--- src/rtl/bfb_pkg.sv ---
`timescale 1ns / 1ps

package bfb_pkg;

   // fixed field widths of the channels
   localparam int BYTE_W   = 8;
   localparam int LEN_W    = 7;
   localparam int COUNT_W  = 9;
   localparam int LANE_MAX = 8;

   typedef logic [BYTE_W-1:0] byte_type;

   // request action codes
   typedef enum logic [1:0] {
      ACT_WRITE = 2'd0,
      ACT_READ  = 2'd1,
      ACT_PEEK  = 2'd2,
      ACT_CLEAR = 2'd3
   } action_type;

   // control states of the top level
   typedef enum logic {
      ST_IDLE,
      ST_STREAM
   } state_type;

endpackage

--- src/rtl/bfb_req_if.sv ---
`timescale 1ns / 1ps

interface bfb_req_if;
   logic                       valid;
   logic                       ready;
   logic [1:0]                 action;
   logic [bfb_pkg::LEN_W-1:0]  length;
   bfb_pkg::byte_type          byte_0;
   bfb_pkg::byte_type          byte_1;
   bfb_pkg::byte_type          byte_2;
   bfb_pkg::byte_type          byte_3;
   bfb_pkg::byte_type          byte_4;
   bfb_pkg::byte_type          byte_5;
   bfb_pkg::byte_type          byte_6;
   bfb_pkg::byte_type          byte_7;

   modport source (
      output valid, action, length,
      output byte_0, byte_1, byte_2, byte_3, byte_4, byte_5, byte_6, byte_7,
      input  ready
   );

   modport sink (
      input  valid, action, length,
      input  byte_0, byte_1, byte_2, byte_3, byte_4, byte_5, byte_6, byte_7,
      output ready
   );
endinterface

--- src/rtl/bfb_rsp_if.sv ---
`timescale 1ns / 1ps

interface bfb_rsp_if;
   logic                         valid;
   logic                         ready;
   logic                         status;
   logic [bfb_pkg::LEN_W-1:0]    moved;
   bfb_pkg::byte_type            read_byte;
   logic [bfb_pkg::COUNT_W-1:0]  used_count;
   logic [bfb_pkg::COUNT_W-1:0]  free_count;
   logic                         last;

   modport source (
      output valid, status, moved, read_byte, used_count, free_count, last,
      input  ready
   );

   modport sink (
      input  valid, status, moved, read_byte, used_count, free_count, last,
      output ready
   );
endinterface

--- src/rtl/bfb_lane.sv ---
`timescale 1ns / 1ps

module bfb_lane #(
   parameter int LANES = 8,
   parameter int ROWS  = 32,
   parameter int BANK  = 0,
   localparam int BW   = (LANES > 1) ? $clog2(LANES) : 1,
   localparam int RW   = (ROWS > 1) ? $clog2(ROWS) : 1
) (
   input  logic                              clock,
   input  logic                              wr_en,
   input  logic [BW-1:0]                     wr_bank,
   input  logic [RW-1:0]                     wr_row,
   input  logic [BW:0]                       wr_len,
   input  logic [LANES-1:0][bfb_pkg::BYTE_W-1:0] wr_bytes,
   input  logic                              rd_en,
   input  logic [BW-1:0]                     rd_bank,
   input  logic [RW-1:0]                     rd_row,
   output bfb_pkg::byte_type                 rd_data
);

   localparam logic [BW:0]   BANK_C    = (BW+1)'(BANK);
   localparam logic [BW:0]   LANES_C   = (BW+1)'(LANES);
   localparam logic [BW-1:0] BANK_B    = BW'(BANK);
   localparam logic [RW-1:0] ROWS_LAST = RW'(ROWS - 1);

   bfb_pkg::byte_type mem [ROWS];
   bfb_pkg::byte_type rd_data_ff;

   logic [BW:0]   offset;
   logic [RW-1:0] row;
   logic          we;

   // which byte of the burst lands in this bank, and on which row
   always_comb begin
      if (BANK_C >= {1'b0, wr_bank}) begin
         offset = BANK_C - {1'b0, wr_bank};
         row    = wr_row;
      end else begin
         offset = BANK_C + LANES_C - {1'b0, wr_bank};
         row    = (wr_row == ROWS_LAST) ? '0 : wr_row + RW'(1);
      end
      we = wr_en && (offset < wr_len);
   end

   // bank storage, one write and one registered read per cycle
   always_ff @(posedge clock) begin
      if (we) begin
         mem[row] <= wr_bytes[offset[BW-1:0]];
      end
      if (rd_en && (rd_bank == BANK_B)) begin
         rd_data_ff <= mem[rd_row];
      end
   end

   assign rd_data = rd_data_ff;

endmodule

--- src/rtl/bfb_merge.sv ---
`timescale 1ns / 1ps

module bfb_merge #(
   parameter int LANES = 8,
   localparam int BW   = (LANES > 1) ? $clog2(LANES) : 1
) (
   input  logic                                  clock,
   input  logic                                  rd_en,
   input  logic [BW-1:0]                         rd_bank,
   input  logic [LANES-1:0][bfb_pkg::BYTE_W-1:0] lane_data,
   output bfb_pkg::byte_type                     rd_byte
);

   logic [BW-1:0] sel_ff;

   // remember which bank was read, its data shows up in the next cycle
   always_ff @(posedge clock) begin
      if (rd_en) begin
         sel_ff <= rd_bank;
      end
   end

   // pick the byte of the bank that was read
   assign rd_byte = lane_data[sel_ff];

endmodule

--- src/rtl/byte_fifo_burst.sv ---
`timescale 1ns / 1ps

// byte_fifo_burst: circular byte fifo with all-or-nothing bursts
// req_chan (valid/ready) carries an action, a length and up to eight write
// bytes; rsp_chan (valid/ready) returns one item per result.
// write: up to WRITE_LANES bytes stored together, one result item that
//    is registered and shows the cycle after acceptance.
// clear, rejected or zero-length requests: one result item, shown the same way.
// read / peek of n bytes: each byte passes the single registered read port
//    of its bank memory and the merge into the output register, then one
//    byte per cycle follows while rsp_ready is high.
//    req_ready stays low until the last byte of the burst is loaded.
// storage is split into WRITE_LANES banks of ceil(DEPTH / WRITE_LANES) rows,
// so a whole write burst goes to distinct banks at once; bank reads are
// merged into one byte stream.
// every result carries the used and free counts after the whole request.
// reset: pointers and the fill count go to zero, the fifo is empty; the
// storage itself is not cleared and needs no clearing pass.
// a stalled receiver holds the output register; a new request is taken
// only in the cycle the previous result is taken or the register is empty.

module byte_fifo_burst #(
   parameter int DEPTH       = 256,
   parameter int MAX_BURST   = 64,
   parameter int WRITE_LANES = 8
) (
   input  logic          clock,
   input  logic          reset,
   bfb_req_if.sink       req_chan,
   bfb_rsp_if.source     rsp_chan
);

   localparam int ROWS = (DEPTH + WRITE_LANES - 1) / WRITE_LANES;
   localparam int BW   = (WRITE_LANES > 1) ? $clog2(WRITE_LANES) : 1;
   localparam int RW   = (ROWS > 1) ? $clog2(ROWS) : 1;
   localparam int FW   = $clog2(DEPTH + 1);
   localparam int CW   = ((FW > bfb_pkg::LEN_W) ? FW : bfb_pkg::LEN_W) + 1;
   localparam int LW   = bfb_pkg::LEN_W;

   localparam logic [CW-1:0] DEPTH_C   = CW'(DEPTH);
   localparam logic [CW-1:0] BURST_C   = CW'(MAX_BURST);
   localparam logic [CW-1:0] LANES_CW  = CW'(WRITE_LANES);
   localparam logic [BW:0]   LANES_C   = (BW+1)'(WRITE_LANES);
   localparam logic [BW-1:0] BANK_LAST = BW'(WRITE_LANES - 1);
   localparam logic [RW-1:0] ROWS_LAST = RW'(ROWS - 1);

   // control state
   bfb_pkg::state_type state_ff, state_in;
   logic [FW-1:0] fill_ff, fill_in;
   logic [BW-1:0] wb_ff, wb_in, rb_ff, rb_in, sb_ff, sb_in;
   logic [RW-1:0] wr_ff, wr_in, rr_ff, rr_in, sr_ff, sr_in;
   logic [LW-1:0] issue_left_ff, issue_left_in;
   logic [LW-1:0] emit_left_ff, emit_left_in;
   logic          consume_ff, consume_in;
   logic          pend_ff, pend_in;
   logic          rsp_valid_ff, rsp_valid_in;

   // result payload
   logic                         status_ff, status_in;
   logic [LW-1:0]                moved_ff, moved_in;
   bfb_pkg::byte_type            byte_ff, byte_in;
   logic [bfb_pkg::COUNT_W-1:0]  used_ff, used_in;
   logic [bfb_pkg::COUNT_W-1:0]  free_ff, free_in;
   logic                         last_ff, last_in;

   // datapath wiring
   bfb_pkg::action_type act;
   logic [LW-1:0]       req_len;
   logic [CW-1:0]       len_x;
   logic [CW-1:0]       space;
   logic                wr_rej, rd_rej;
   logic                acc, rsp_free, load, issue, load_rsp;
   logic                lane_wr_en;
   logic [BW:0]         lane_wr_len;
   logic [BW:0]         wb_sum;
   logic [bfb_pkg::LANE_MAX-1:0][bfb_pkg::BYTE_W-1:0] all_bytes;
   logic [WRITE_LANES-1:0][bfb_pkg::BYTE_W-1:0]       lane_bytes;
   logic [WRITE_LANES-1:0][bfb_pkg::BYTE_W-1:0]       lane_data;
   bfb_pkg::byte_type   merge_byte;

   function automatic logic [RW-1:0] row_inc(input logic [RW-1:0] r);
      return (r == ROWS_LAST) ? '0 : r + RW'(1);
   endfunction

   // handshake and request decode
   assign rsp_free = !rsp_valid_ff || rsp_chan.ready;
   assign req_chan.ready = (state_ff == bfb_pkg::ST_IDLE) && rsp_free;
   assign acc      = req_chan.valid && req_chan.ready;
   assign act      = bfb_pkg::action_type'(req_chan.action);
   assign req_len  = req_chan.length;
   assign len_x    = CW'(req_len);
   assign space    = DEPTH_C - CW'(fill_ff);
   assign wr_rej   = (len_x > LANES_CW) || (len_x > space);
   assign rd_rej   = (len_x > BURST_C) || (len_x > CW'(fill_ff));
   assign load     = pend_ff && rsp_free;
   assign issue    = (state_ff == bfb_pkg::ST_STREAM) && (issue_left_ff != '0)
                     && (!pend_ff || load);
   assign wb_sum   = {1'b0, wb_ff} + (BW+1)'(req_len);

   assign all_bytes = {req_chan.byte_7, req_chan.byte_6, req_chan.byte_5,
                       req_chan.byte_4, req_chan.byte_3, req_chan.byte_2,
                       req_chan.byte_1, req_chan.byte_0};
   assign lane_bytes = all_bytes[WRITE_LANES-1:0];

   // next state
   always_comb begin
      state_in = state_ff;
      unique case (state_ff)
         bfb_pkg::ST_IDLE: begin
            if (acc && (act == bfb_pkg::ACT_READ || act == bfb_pkg::ACT_PEEK)
                && !rd_rej && (req_len != '0)) begin
               state_in = bfb_pkg::ST_STREAM;
            end
         end
         bfb_pkg::ST_STREAM: begin
            if (load && (emit_left_ff == LW'(1))) begin
               state_in = bfb_pkg::ST_IDLE;
            end
         end
         default: state_in = state_ff;
      endcase
   end

   // pointers, counts and result register
   always_comb begin
      fill_in       = fill_ff;
      wb_in         = wb_ff;
      wr_in         = wr_ff;
      rb_in         = rb_ff;
      rr_in         = rr_ff;
      sb_in         = sb_ff;
      sr_in         = sr_ff;
      issue_left_in = issue_left_ff;
      emit_left_in  = emit_left_ff;
      consume_in    = consume_ff;
      status_in     = status_ff;
      moved_in      = moved_ff;
      byte_in       = byte_ff;
      used_in       = used_ff;
      free_in       = free_ff;
      last_in       = last_ff;
      lane_wr_en    = 1'b0;
      lane_wr_len   = '0;
      load_rsp      = 1'b0;
      rsp_valid_in  = rsp_valid_ff && !rsp_chan.ready;

      // new request, single results go straight to the output register
      if (acc) begin
         load_rsp  = 1'b1;
         status_in = 1'b0;
         moved_in  = '0;
         byte_in   = '0;
         last_in   = 1'b1;
         case (act)
            bfb_pkg::ACT_CLEAR: begin
               fill_in = '0;
               wb_in   = '0;
               wr_in   = '0;
               rb_in   = '0;
               rr_in   = '0;
            end
            bfb_pkg::ACT_WRITE: begin
               if (wr_rej) begin
                  status_in = 1'b1;
               end else begin
                  lane_wr_en  = 1'b1;
                  lane_wr_len = (BW+1)'(req_len);
                  fill_in     = fill_ff + FW'(req_len);
                  moved_in    = req_len;
                  if (wb_sum >= LANES_C) begin
                     wb_in = BW'(wb_sum - LANES_C);
                     wr_in = row_inc(wr_ff);
                  end else begin
                     wb_in = BW'(wb_sum);
                  end
               end
            end
            default: begin
               if (rd_rej) begin
                  status_in = 1'b1;
               end else if (req_len != '0) begin
                  load_rsp      = 1'b0;
                  moved_in      = req_len;
                  issue_left_in = req_len;
                  emit_left_in  = req_len;
                  consume_in    = (act == bfb_pkg::ACT_READ);
                  sb_in         = rb_ff;
                  sr_in         = rr_ff;
                  if (act == bfb_pkg::ACT_READ) begin
                     fill_in = fill_ff - FW'(req_len);
                  end
               end
            end
         endcase
      end

      // stream read: step through the banks one byte a cycle, holding while a pending byte waits
      if (issue) begin
         issue_left_in = issue_left_ff - LW'(1);
         if (sb_ff == BANK_LAST) begin
            sb_in = '0;
            sr_in = row_inc(sr_ff);
         end else begin
            sb_in = sb_ff + BW'(1);
         end
      end

      // stream load: merged byte into the output register
      if (load) begin
         load_rsp     = 1'b1;
         status_in    = 1'b0;
         byte_in      = merge_byte;
         last_in      = (emit_left_ff == LW'(1));
         emit_left_in = emit_left_ff - LW'(1);
         if ((emit_left_ff == LW'(1)) && consume_ff) begin
            rb_in = sb_ff;
            rr_in = sr_ff;
         end
      end

      if (load_rsp) begin
         rsp_valid_in = 1'b1;
         used_in      = bfb_pkg::COUNT_W'(fill_in);
         free_in      = bfb_pkg::COUNT_W'(DEPTH_C - CW'(fill_in));
      end
   end

   // pending bank data waits here until the output register takes it
   assign pend_in = issue ? 1'b1 : (load ? 1'b0 : pend_ff);

   // control registers
   always_ff @(posedge clock) begin
      if (reset) begin
         state_ff      <= bfb_pkg::ST_IDLE;
         fill_ff       <= '0;
         wb_ff         <= '0;
         wr_ff         <= '0;
         rb_ff         <= '0;
         rr_ff         <= '0;
         sb_ff         <= '0;
         sr_ff         <= '0;
         issue_left_ff <= '0;
         emit_left_ff  <= '0;
         consume_ff    <= 1'b0;
         pend_ff       <= 1'b0;
         rsp_valid_ff  <= 1'b0;
      end else begin
         state_ff      <= state_in;
         fill_ff       <= fill_in;
         wb_ff         <= wb_in;
         wr_ff         <= wr_in;
         rb_ff         <= rb_in;
         rr_ff         <= rr_in;
         sb_ff         <= sb_in;
         sr_ff         <= sr_in;
         issue_left_ff <= issue_left_in;
         emit_left_ff  <= emit_left_in;
         consume_ff    <= consume_in;
         pend_ff       <= pend_in;
         rsp_valid_ff  <= rsp_valid_in;
      end
   end

   // result payload
   always_ff @(posedge clock) begin
      status_ff <= status_in;
      moved_ff  <= moved_in;
      byte_ff   <= byte_in;
      used_ff   <= used_in;
      free_ff   <= free_in;
      last_ff   <= last_in;
   end

   // banked storage
   for (genvar g = 0; g < WRITE_LANES; g++) begin : g_lane
      bfb_lane #(
         .LANES (WRITE_LANES),
         .ROWS  (ROWS),
         .BANK  (g)
      ) u_lane (
         .clock    (clock),
         .wr_en    (lane_wr_en),
         .wr_bank  (wb_ff),
         .wr_row   (wr_ff),
         .wr_len   (lane_wr_len),
         .wr_bytes (lane_bytes),
         .rd_en    (issue),
         .rd_bank  (sb_ff),
         .rd_row   (sr_ff),
         .rd_data  (lane_data[g])
      );
   end

   // bank merge
   bfb_merge #(
      .LANES (WRITE_LANES)
   ) u_merge (
      .clock     (clock),
      .rd_en     (issue),
      .rd_bank   (sb_ff),
      .lane_data (lane_data),
      .rd_byte   (merge_byte)
   );

   assign rsp_chan.valid      = rsp_valid_ff;
   assign rsp_chan.status     = status_ff;
   assign rsp_chan.moved      = moved_ff;
   assign rsp_chan.read_byte  = byte_ff;
   assign rsp_chan.used_count = used_ff;
   assign rsp_chan.free_count = free_ff;
   assign rsp_chan.last       = last_ff;

   // fill count never exceeds the capacity
   a_fill_bound: assert property (@(posedge clock) disable iff (reset)
      CW'(fill_ff) <= DEPTH_C)
      else $error("fill count above capacity");

   // bytes still to emit are those not yet read plus the one in flight
   a_stream_count: assert property (@(posedge clock) disable iff (reset)
      (state_ff == bfb_pkg::ST_STREAM) |->
      ((LW+1)'(emit_left_ff) == (LW+1)'(issue_left_ff) + (LW+1)'(pend_ff)))
      else $error("stream byte counts out of step");

   // bank data only pending while streaming
   a_pend_stream: assert property (@(posedge clock) disable iff (reset)
      pend_ff |-> (state_ff == bfb_pkg::ST_STREAM))
      else $error("bank data pending outside a stream");

   // the last byte of a burst ends the stream
   a_stream_end: assert property (@(posedge clock) disable iff (reset)
      (load && (emit_left_ff == LW'(1))) |=> (state_ff == bfb_pkg::ST_IDLE))
      else $error("stream did not end after its last byte");

   // only accepted read or peek bursts give results that are not marked last
   a_mid_burst: assert property (@(posedge clock) disable iff (reset)
      (rsp_valid_ff && !last_ff) |-> (!status_ff && (moved_ff != '0)))
      else $error("non-final result outside an accepted burst");

endmodule

--- src/flat_wrapper.sv ---
// flat-port wrapper written by rule: the top's interface ports become plain ports
module byte_fifo_burst_flat 
#(
   parameter int DEPTH       = 256,
   parameter int MAX_BURST   = 64,
   parameter int WRITE_LANES = 8
)
  (clock, reset, req_chan_valid, req_chan_action, req_chan_length, req_chan_byte_0, req_chan_byte_1, req_chan_byte_2, req_chan_byte_3, req_chan_byte_4, req_chan_byte_5, req_chan_byte_6, req_chan_byte_7, req_chan_ready, rsp_chan_valid, rsp_chan_status, rsp_chan_moved, rsp_chan_read_byte, rsp_chan_used_count, rsp_chan_free_count, rsp_chan_last, rsp_chan_ready);
  bfb_req_if req_chan_i ();
  bfb_rsp_if rsp_chan_i ();
  input  logic clock;
  input  logic reset;
  input wire logic [$bits(req_chan_i.valid)-1:0] req_chan_valid;
  input wire logic [$bits(req_chan_i.action)-1:0] req_chan_action;
  input wire logic [$bits(req_chan_i.length)-1:0] req_chan_length;
  input wire logic [$bits(req_chan_i.byte_0)-1:0] req_chan_byte_0;
  input wire logic [$bits(req_chan_i.byte_1)-1:0] req_chan_byte_1;
  input wire logic [$bits(req_chan_i.byte_2)-1:0] req_chan_byte_2;
  input wire logic [$bits(req_chan_i.byte_3)-1:0] req_chan_byte_3;
  input wire logic [$bits(req_chan_i.byte_4)-1:0] req_chan_byte_4;
  input wire logic [$bits(req_chan_i.byte_5)-1:0] req_chan_byte_5;
  input wire logic [$bits(req_chan_i.byte_6)-1:0] req_chan_byte_6;
  input wire logic [$bits(req_chan_i.byte_7)-1:0] req_chan_byte_7;
  output wire logic [$bits(req_chan_i.ready)-1:0] req_chan_ready;
  output wire logic [$bits(rsp_chan_i.valid)-1:0] rsp_chan_valid;
  output wire logic [$bits(rsp_chan_i.status)-1:0] rsp_chan_status;
  output wire logic [$bits(rsp_chan_i.moved)-1:0] rsp_chan_moved;
  output wire logic [$bits(rsp_chan_i.read_byte)-1:0] rsp_chan_read_byte;
  output wire logic [$bits(rsp_chan_i.used_count)-1:0] rsp_chan_used_count;
  output wire logic [$bits(rsp_chan_i.free_count)-1:0] rsp_chan_free_count;
  output wire logic [$bits(rsp_chan_i.last)-1:0] rsp_chan_last;
  input wire logic [$bits(rsp_chan_i.ready)-1:0] rsp_chan_ready;
  assign req_chan_i.valid = req_chan_valid;
  assign req_chan_i.action = req_chan_action;
  assign req_chan_i.length = req_chan_length;
  assign req_chan_i.byte_0 = req_chan_byte_0;
  assign req_chan_i.byte_1 = req_chan_byte_1;
  assign req_chan_i.byte_2 = req_chan_byte_2;
  assign req_chan_i.byte_3 = req_chan_byte_3;
  assign req_chan_i.byte_4 = req_chan_byte_4;
  assign req_chan_i.byte_5 = req_chan_byte_5;
  assign req_chan_i.byte_6 = req_chan_byte_6;
  assign req_chan_i.byte_7 = req_chan_byte_7;
  assign req_chan_ready = req_chan_i.ready;
  assign rsp_chan_valid = rsp_chan_i.valid;
  assign rsp_chan_status = rsp_chan_i.status;
  assign rsp_chan_moved = rsp_chan_i.moved;
  assign rsp_chan_read_byte = rsp_chan_i.read_byte;
  assign rsp_chan_used_count = rsp_chan_i.used_count;
  assign rsp_chan_free_count = rsp_chan_i.free_count;
  assign rsp_chan_last = rsp_chan_i.last;
  assign rsp_chan_i.ready = rsp_chan_ready;
  byte_fifo_burst #(.DEPTH(DEPTH), .MAX_BURST(MAX_BURST), .WRITE_LANES(WRITE_LANES)) u_core (.clock(clock), .reset(reset), .req_chan(req_chan_i), .rsp_chan(rsp_chan_i));
endmodule
--- config.mk ---
export PLATFORM = sky130hd
export DESIGN_NAME = byte_fifo_burst_flat
export DESIGN_NICKNAME = d
export VERILOG_FILES = /design/src/rtl/bfb_pkg.sv /design/src/rtl/bfb_req_if.sv /design/src/rtl/bfb_rsp_if.sv /design/src/rtl/bfb_lane.sv /design/src/rtl/bfb_merge.sv /design/src/rtl/byte_fifo_burst.sv /design/src/flat_wrapper.sv
export SDC_FILE = /design/constraint.sdc
export NUM_CORES = 2
export LEC_CHECK = 0
export BUFFER_PORTS_ARGS = -buffer_cell sky130_fd_sc_hd__buf_4
export CORE_UTILIZATION = 40
export DETAILED_ROUTE_END_ITERATION = 12
export SYNTH_ARGS = -nofsm -noshare
export SYNTH_HDL_FRONTEND = slang
export SYNTH_HIERARCHICAL = 1
export SYNTH_SLANG_ARGS = --single-unit
--- constraint.sdc ---
create_clock -name clock -period 12 [get_ports clock]
set_input_delay 0 -clock clock [delete_from_list [all_inputs] [get_ports clock]]
set_output_delay 0 -clock clock [all_outputs]
set_load 0.01 [all_outputs]
== After elaboration in Yosys (flattened, before gate mapping) ==
Memory sizes are Yosys's and may differ from the RTL's. A register that Yosys moved wholly into a read port is not among the register bits.
Index checks and enable logic that the tools add are counted.

* Register bits: 89
* RAM bits: 2048
* Input port bits: 77
* Output and inout port bits: 37
* Logic and storage cells: 273
* Memories: 8

{| class="wikitable"
|+ Memory list
! memory !! words !! width !! rd ports !! clocked after memory_dff !! wr ports !! line !! RTL
|-
| u_core.g_lane[0].u_lane.mem || 32 || 8 || 1 || 1 || 1 || bfb_lane.sv:27 || <nowiki>bfb_pkg::byte_type mem [ROWS];</nowiki>
|-
| u_core.g_lane[1].u_lane.mem || 32 || 8 || 1 || 1 || 1 || bfb_lane.sv:27 ||
|-
| u_core.g_lane[2].u_lane.mem || 32 || 8 || 1 || 1 || 1 || bfb_lane.sv:27 ||
|-
| u_core.g_lane[3].u_lane.mem || 32 || 8 || 1 || 1 || 1 || bfb_lane.sv:27 ||
|-
| u_core.g_lane[4].u_lane.mem || 32 || 8 || 1 || 1 || 1 || bfb_lane.sv:27 ||
|-
| u_core.g_lane[5].u_lane.mem || 32 || 8 || 1 || 1 || 1 || bfb_lane.sv:27 ||
|-
| +2 memories || - || - || - || - || - || - ||
|}

* Add/subtract/negate cells: 26
* Order comparisons: 29
* Eq/ne operators: 19
* Muxes and demuxes: 116
* Bitwise operators: 3
* Reductions and logical operators: 52

{| class="wikitable"
|+ Operator list
! cell !! count
|-
| binary-select mux 8 bit (select 3 bit) || 9
|-
| two-way mux 5 bit || 21
|-
| two-way mux 8 bit || 11
|-
| two-way mux 7 bit || 9
|-
| two-way mux 9 bit || 5
|-
| two-way mux 4 bit || 10
|-
| < comparator 3 x 4 -> 1 bit, second input constant || 9
|-
| two-way mux 3 bit || 12
|-
| two-way mux 1 bit || 33
|-
| < comparator 4 bit || 8
|-
| subtractor 4 x 3 -> 4 bit, first input constant || 7
|-
| logical AND 1 bit || 27
|-
| one-hot mux 9 bit (2 select lines) || 1
|-
| AND reduction 4 bit || 4
|-
| subtractor 3 x 3 -> 4 bit, first input constant || 4
|-
| one-hot mux 7 bit (2 select lines) || 1
|-
| nonzero test 7 bit || 2
|-
| subtractor 7 x 1 -> 7 bit, second input constant || 2
|-
| == test 3 bit, second input constant || 4
|-
| nonzero test 2 bit || 6
|-
| adder 5 x 1 -> 5 bit, second input constant || 2
|-
| == test 5 bit, second input constant || 2
|-
| greater-than comparator 7 x 10 -> 1 bit || 1
|-
| one-hot mux 5 bit (2 select lines) || 1
|-
| other kinds (32) || 54
|}

== Longest topological paths before layout ==
* Word-level depth: 10
* Gate-level depth with buffers: 19
* Depth with buffers taken out: 18

== Hierarchy ==
The synthesis kept the hierarchy.

{| class="wikitable"
|+ Modules (own cells, without submodules)
! module !! times used !! cells each !! area an instance (µm²) !! sequential area each (µm²)
|-
| bfb_lane (u_core.g_lane[2].u_lane) || 1 || 502 || 11049.3 || 7927.6
|-
| bfb_lane (u_core.g_lane[0].u_lane) || 1 || 501 || 11003.1 || 7927.6
|-
| bfb_lane (u_core.g_lane[6].u_lane) || 1 || 509 || 10970.5 || 7927.6
|-
| bfb_lane (u_core.g_lane[5].u_lane) || 1 || 490 || 10966.8 || 7927.6
|-
| bfb_lane (u_core.g_lane[1].u_lane) || 1 || 493 || 10950.5 || 7927.6
|-
| bfb_lane (u_core.g_lane[4].u_lane) || 1 || 506 || 10950.5 || 7927.6
|-
| bfb_lane (u_core.g_lane[3].u_lane) || 1 || 507 || 10940.5 || 7927.6
|-
| bfb_lane (u_core.g_lane[7].u_lane) || 1 || 510 || 10810.4 || 7927.6
|-
| byte_fifo_burst || 1 || 569 || 5086.1 || 2031.9
|-
| bfb_merge || 1 || 32 || 640.6 || 90.1
|}

== Least setup slack after synthesis ==
Ideal clock, no wire load.

* Path kind: register -> register
* Start point: reg u_core.fill_ff[1]
* End point: mem u_core/g_lane[4].u_lane/mem[12][0] (netlist bit), enable pin
* Setup time: 395 ps
* Data arrival time: 5335 ps
* Data required time: 11605 ps
* Path slack: 6271 ps
* Stages on the path, launching flop included: 18
* Path buffers: 0
* Clock period less this slack: 5729 ps
* Path through: dfxtp_1 > inv_1 > ha_1 > or4b_1 > nor2_1 > xor2_1 > ha_1 > nand3_1 > nor2_1 > or4_1 > a21oi_4 > and3_1 > and2_1 > inv_1 > ha_1 > a211oi_1 > o211ai_1 > nor4_1

* Elaborated cells on any way between the ends: 13
* Classes of those cells: add/sub (1); order compare (2); mux (8); reduce/logical (2)

{| class="wikitable"
|+ RTL lines
! item !! line !! RTL
|-
| from (decl) || byte_fifo_burst.sv:49 || <nowiki>logic [FW-1:0] fill_ff, fill_in;</nowiki>
|-
| from (signal assigned) || byte_fifo_burst.sv:249 || <nowiki>fill_ff <= fill_in;</nowiki>
|-
| subtractor 9 x 9 -> 10 bit || byte_fifo_burst.sv:92 || <nowiki>assign space = DEPTH_C - CW'(fill_ff);</nowiki>
|-
| greater-than comparator 7 x 10 -> 1 bit || byte_fifo_burst.sv:93 || <nowiki>assign wr_rej = (len_x > LANES_CW) || (len_x > space);</nowiki>
|-
| logical OR 1 bit || byte_fifo_burst.sv:93 ||
|-
| two-way mux 1 bit || byte_fifo_burst.sv:163 || <nowiki>if (wr_rej) begin</nowiki>
|-
| two-way mux 1 bit || byte_fifo_burst.sv:154 || <nowiki>case (act)</nowiki>
|-
| two-way mux 1 bit || byte_fifo_burst.sv:148 || <nowiki>if (acc) begin</nowiki>
|-
| net u_core.lane_wr_en || byte_fifo_burst.sv:73 || <nowiki>logic lane_wr_en;</nowiki>
|-
| logical AND 1 bit || bfb_lane.sv:43 || <nowiki>we = wr_en && (offset < wr_len);</nowiki>
|-
| two-way mux 1 bit || bfb_lane.sv:48 || <nowiki>if (we) begin</nowiki>
|-
| two-way mux 1 bit (not written as such) || bfb_lane.sv:49 || <nowiki>mem[row] <= wr_bytes[offset[BW-1:0]];</nowiki>
|-
| to (decl) || bfb_lane.sv:27 ||
|}

The timed path passes the listed nets, and every way through them passes these cells.

== Final worst setup path ==
* Start point: reg u_core.fill_ff[1]
* End point: mem u_core/g_lane[1].u_lane/mem[12][3] (netlist bit), enable pin

* Elaborated cells on any way between the ends: 13
* Classes of those cells: add/sub (1); order compare (2); mux (8); reduce/logical (2)

{| class="wikitable"
|+ RTL lines
! item !! line
|-
| subtractor 9 x 9 -> 10 bit || byte_fifo_burst.sv:92
|-
| greater-than comparator 7 x 10 -> 1 bit || byte_fifo_burst.sv:93
|-
| logical OR 1 bit || byte_fifo_burst.sv:93
|-
| two-way mux 1 bit || byte_fifo_burst.sv:163
|-
| two-way mux 1 bit || byte_fifo_burst.sv:154
|-
| two-way mux 1 bit || byte_fifo_burst.sv:148
|-
| net u_core.lane_wr_en || byte_fifo_burst.sv:73
|-
| logical AND 1 bit || bfb_lane.sv:43
|-
| two-way mux 1 bit || bfb_lane.sv:48
|-
| two-way mux 1 bit (not written as such) || bfb_lane.sv:49
|-
| to (decl) || bfb_lane.sv:27
|}

The timed path passes the listed nets, and every way through them passes these cells.

==> results.json <==
{
  "r2r_cells": 17,
  "yosys_warnings": 6,
  "cpMostUsedCell": "ha_1",
  "clk_pin_slew_ns": 0.06,
  "final_nets": 4976,
  "synth-edff-count": 2148,
  "post-route-period-util": 0.679,
  "ys.flop_type": "edfxtp_1",
  "cp_max_fo": 15,
  "max-cap-violations": 0,
  "hpwl_um": 161000,
  "first_global_vias": 47000,
  "fmax_ghz": 0.123,
  "critPathRequiredTime_ns": 12.49,
  "dieArea_um2": 235000,
  "slew_headroom": 0.0977,
  "async_flop_share": 0,
  "end_kind": "flip-flop",
  "reg2reg_slack_ns": 3.85,
  "cts_sinks": 2200,
  "cpLargestDelayFamily": "simple AND/OR/NAND/NOR gates",
  "leakagePower_nw": 31.5,
  "drt_pass1_iterations": 5,
  "cts_inserted_buffers": 216,
  "drt_wl_total_um": 245000,
  "finalSetupViolCount": 0,
  "hold_path.class": "in -> reg",
  "yosysSeqAreaShare": 0.702,
  "cts_max_level": 4,
  "worstSetupPathType": "reg -> reg",
  "ctsHoldBuffers": 17,
  "rsz0062_at_grt": "false",
  "cts_setup_buffers": 0,
  "drt_iter0_markers": 5584,
  "num_rows": 176,
  "root_buffer": "clkbuf_16",
  "min_path_cells": 4,
  "critical_path_cell_count": 17,
  "ant_nets": 0,
  "wire_per_inst_um": 30.4,
  "worst_slew_pin_slew_ns": 1.34,
  "crit_buf_inv": 2,
  "clk_latency_ns": 0.88,
  "report.final.slew_viol_count": 0,
  "period_needed_ns": 8.15,
  "crit_slowest_cell": "and3_1",
  "die_w_um": 485,
  "via_per_inst": 5.94,
  "critPathArrivalTime_ns": 8.65,
  "synthToLayoutAreaGrowth_pct": 12.5,
  "p_per_area_nw_per_um2": 149,
  "syn_area_per_cell_um2": 20.2,
  "cts-resized-gates": 0,
  "track_usage": 0.208,
  "finClkSkew_ns": 0.0390,
  "grt.overflow.total": 0,
  "total_power_mw": 15.7,
  "core_um2": 231000,
  "cts_tree": "yes",
  "drc": 0,
  "antenna_found_initial": 36,
  "syn_area_um2": 93400,
  "max-vdd-ir-drop_v": 0.000114,
  "status": "finished clean",
  "vias": 47800,
  "synth_cell_type_count": 95,
  "grt_max_degree": 143,
  "drive_gt1_frac": 0.297,
  "die_y_um": 485,
  "synth_seq_cells": 2200,
  "cp_slowest_stage_delay_ns": 0.91,
  "synth_nets": 4792,
  "cts_max_path_buffers": 3,
  "io_pins": 114,
  "gp_congestion": 0.859,
  "crit_chain": "inv_1, ha_1, or4b_1, nor2_1, xor2_1, ha_1, nand3_1, nor2_1, or4_1, a21oi_4, and3_1, and2_1, inv_1, ha_1, a211oi_1, nand4_1, nor2b_1",
  "critPathLaunchType": "flip-flop",
  "synthCells": 4619,
  "tns_ns": 0,
  "numPortBuffers": 113,
  "start_util": 0.404,
  "hold_viol_final": 0,
  "grt_pass1_wl_um": 355000
}
==> metrics by stage <==
| step | instance area [µm²] | hold WS, ns | worst slack [ns] | util | std cells |
|---|---|---|---|---|---|
| floorplan | 93400 | 0.155 | 6.27 | - | 4619 |
| global placement | 97600 | 0.333 | 4.11 | 0.422 | 7594 |
| detailed placement | 97600 | 0.351 | 4.03 | 0.422 | 7594 |
| CTS | 105000 | 0.0444 | 4.06 | 0.454 | 8014 |
| global route | 105000 | 0.0920 | 3.64 | 0.455 | 8044 |
| finish | 105000 | 0.114 | 3.85 | 0.455 | 8044 |
==> placed cells by master, fill, tap and decap left out, types with 68 or more instances in the layout <==
cell type     n
nand2_1     205
mux4_2      769
clkbuf_16   217
inv_1        89
edfxtp_1   2148
ha_1         93
buf_4       201
a21oi_1      68
nor3_1      166
mux2_2      112
nor2_1      158
==> worst min-delay path, delay by kind of cell <==
kind            cells  cell delay [ns]
buf+inv             2             0.72
compound gates      2             0.21
==> layer usage <==
metal | up-vias | track usage | part of all wire
met5 | - | 0 | 0.000061
met3 | 326 | 0.0323 | 0.066
met1 | 25500 | 0.292 | 0.42
li1 | 19800 | - | -
met2 | 2069 | 0.329 | 0.49
met4 | 2 | 0.0773 | 0.031
==> path summary, 6_finish.rpt <==
| kind | start | endpoint |
|---|---|---|
| setup / recovery | u_core/fill_ff[1] | u_core/g_lane[1].u_lane/mem[12][3] |
| hold reg to reg | u_core/rr_ff[3] | u_core/rr_ff[3] |
| hold / removal | req_chan_length[5] | u_core/issue_left_ff[5] |
| setup reg to reg | u_core/fill_ff[1] | u_core/g_lane[1].u_lane/mem[12][3] |
==> cells by family (layout without fill, tap and decap cells) <==
family          after synthesis  in the layout  share of synthesized area
flops                      2200           2200                      0.702
mux                         908            908                      0.205
simple gates                772            772                     0.0401
buf+inv                     350            719                     0.0176
compound gates              269            269                     0.0206
fa+ha+maj                    96             96                     0.0131
xor+xnor                     22             22                    0.00206
other cells                   2             32                  0.0000804
==> Yosys cell counts (11+ instances only) <==
cell	number	share of area
o211ai_1	22	0.0018
edfxtp_1	2148	0.69
nor3_1	166	0.0089
buf_1	56	0.0023
a21oi_1	69	0.0037
mux4_1	15	0.0042
mux2_2	112	0.014
nand3_1	38	0.0020
nor4_1	39	0.0026
nor2b_1	24	0.0016
o21a_1	11	0.00088
nor3b_1	12	0.00096
xor2_1	11	0.0010
mux2i_1	12	0.0013
mux4_2	769	0.19
clkbuf_1	114	0.0046
nor2_1	158	0.0064
buf_2	25	0.0013
xnor2_1	11	0.0010
o21ai_0	34	0.0018
ha_1	93	0.012
buf_4	44	0.0035
a211oi_1	20	0.0016
nand2b_1	16	0.0011
inv_1	89	0.0036
and2_1	14	0.00094
dfxtp_1	52	0.011
and3_1	23	0.0015
buf_6	15	0.0018
nand2_1	220	0.0088
==> sequential cells by signal, indices dropped and copies added (netlist names), 7 cells and up <==
name and count:
u_core/rsp_chan.moved 7, u_core/rsp_chan.used_count 9, u_core/issue_left_ff 7, u_core/fill_ff 9, u_core/rsp_chan.read_byte 8, u_core/g_lane.u_lane/rd_data 64, u_core/rsp_chan.free_count 8, u_core/emit_left_ff 7
u_core/g_lane.u_lane/mem 2048
==> power by group <==
group	internal [mW]	total [mW]	switching (mW)
clock network	3.90	6.85	2.95
logic	0.0975	0.363	0.265
registers	8.44	8.45	0.00638
total	12.4	15.7	3.23
==> area by class of cell <==
class                   instances  area (µm²)
multi-input cells            2069       26300
inverters                      95         357
clock buffers                 257        5610
repair buffers                221        1740
diodes                         30        75.1
flip-flops and latches       2200       65600
well taps                    3026        3790
clock inverters               146        1620
fillers                     19100      126000
(Power assumes the default switching activity.)
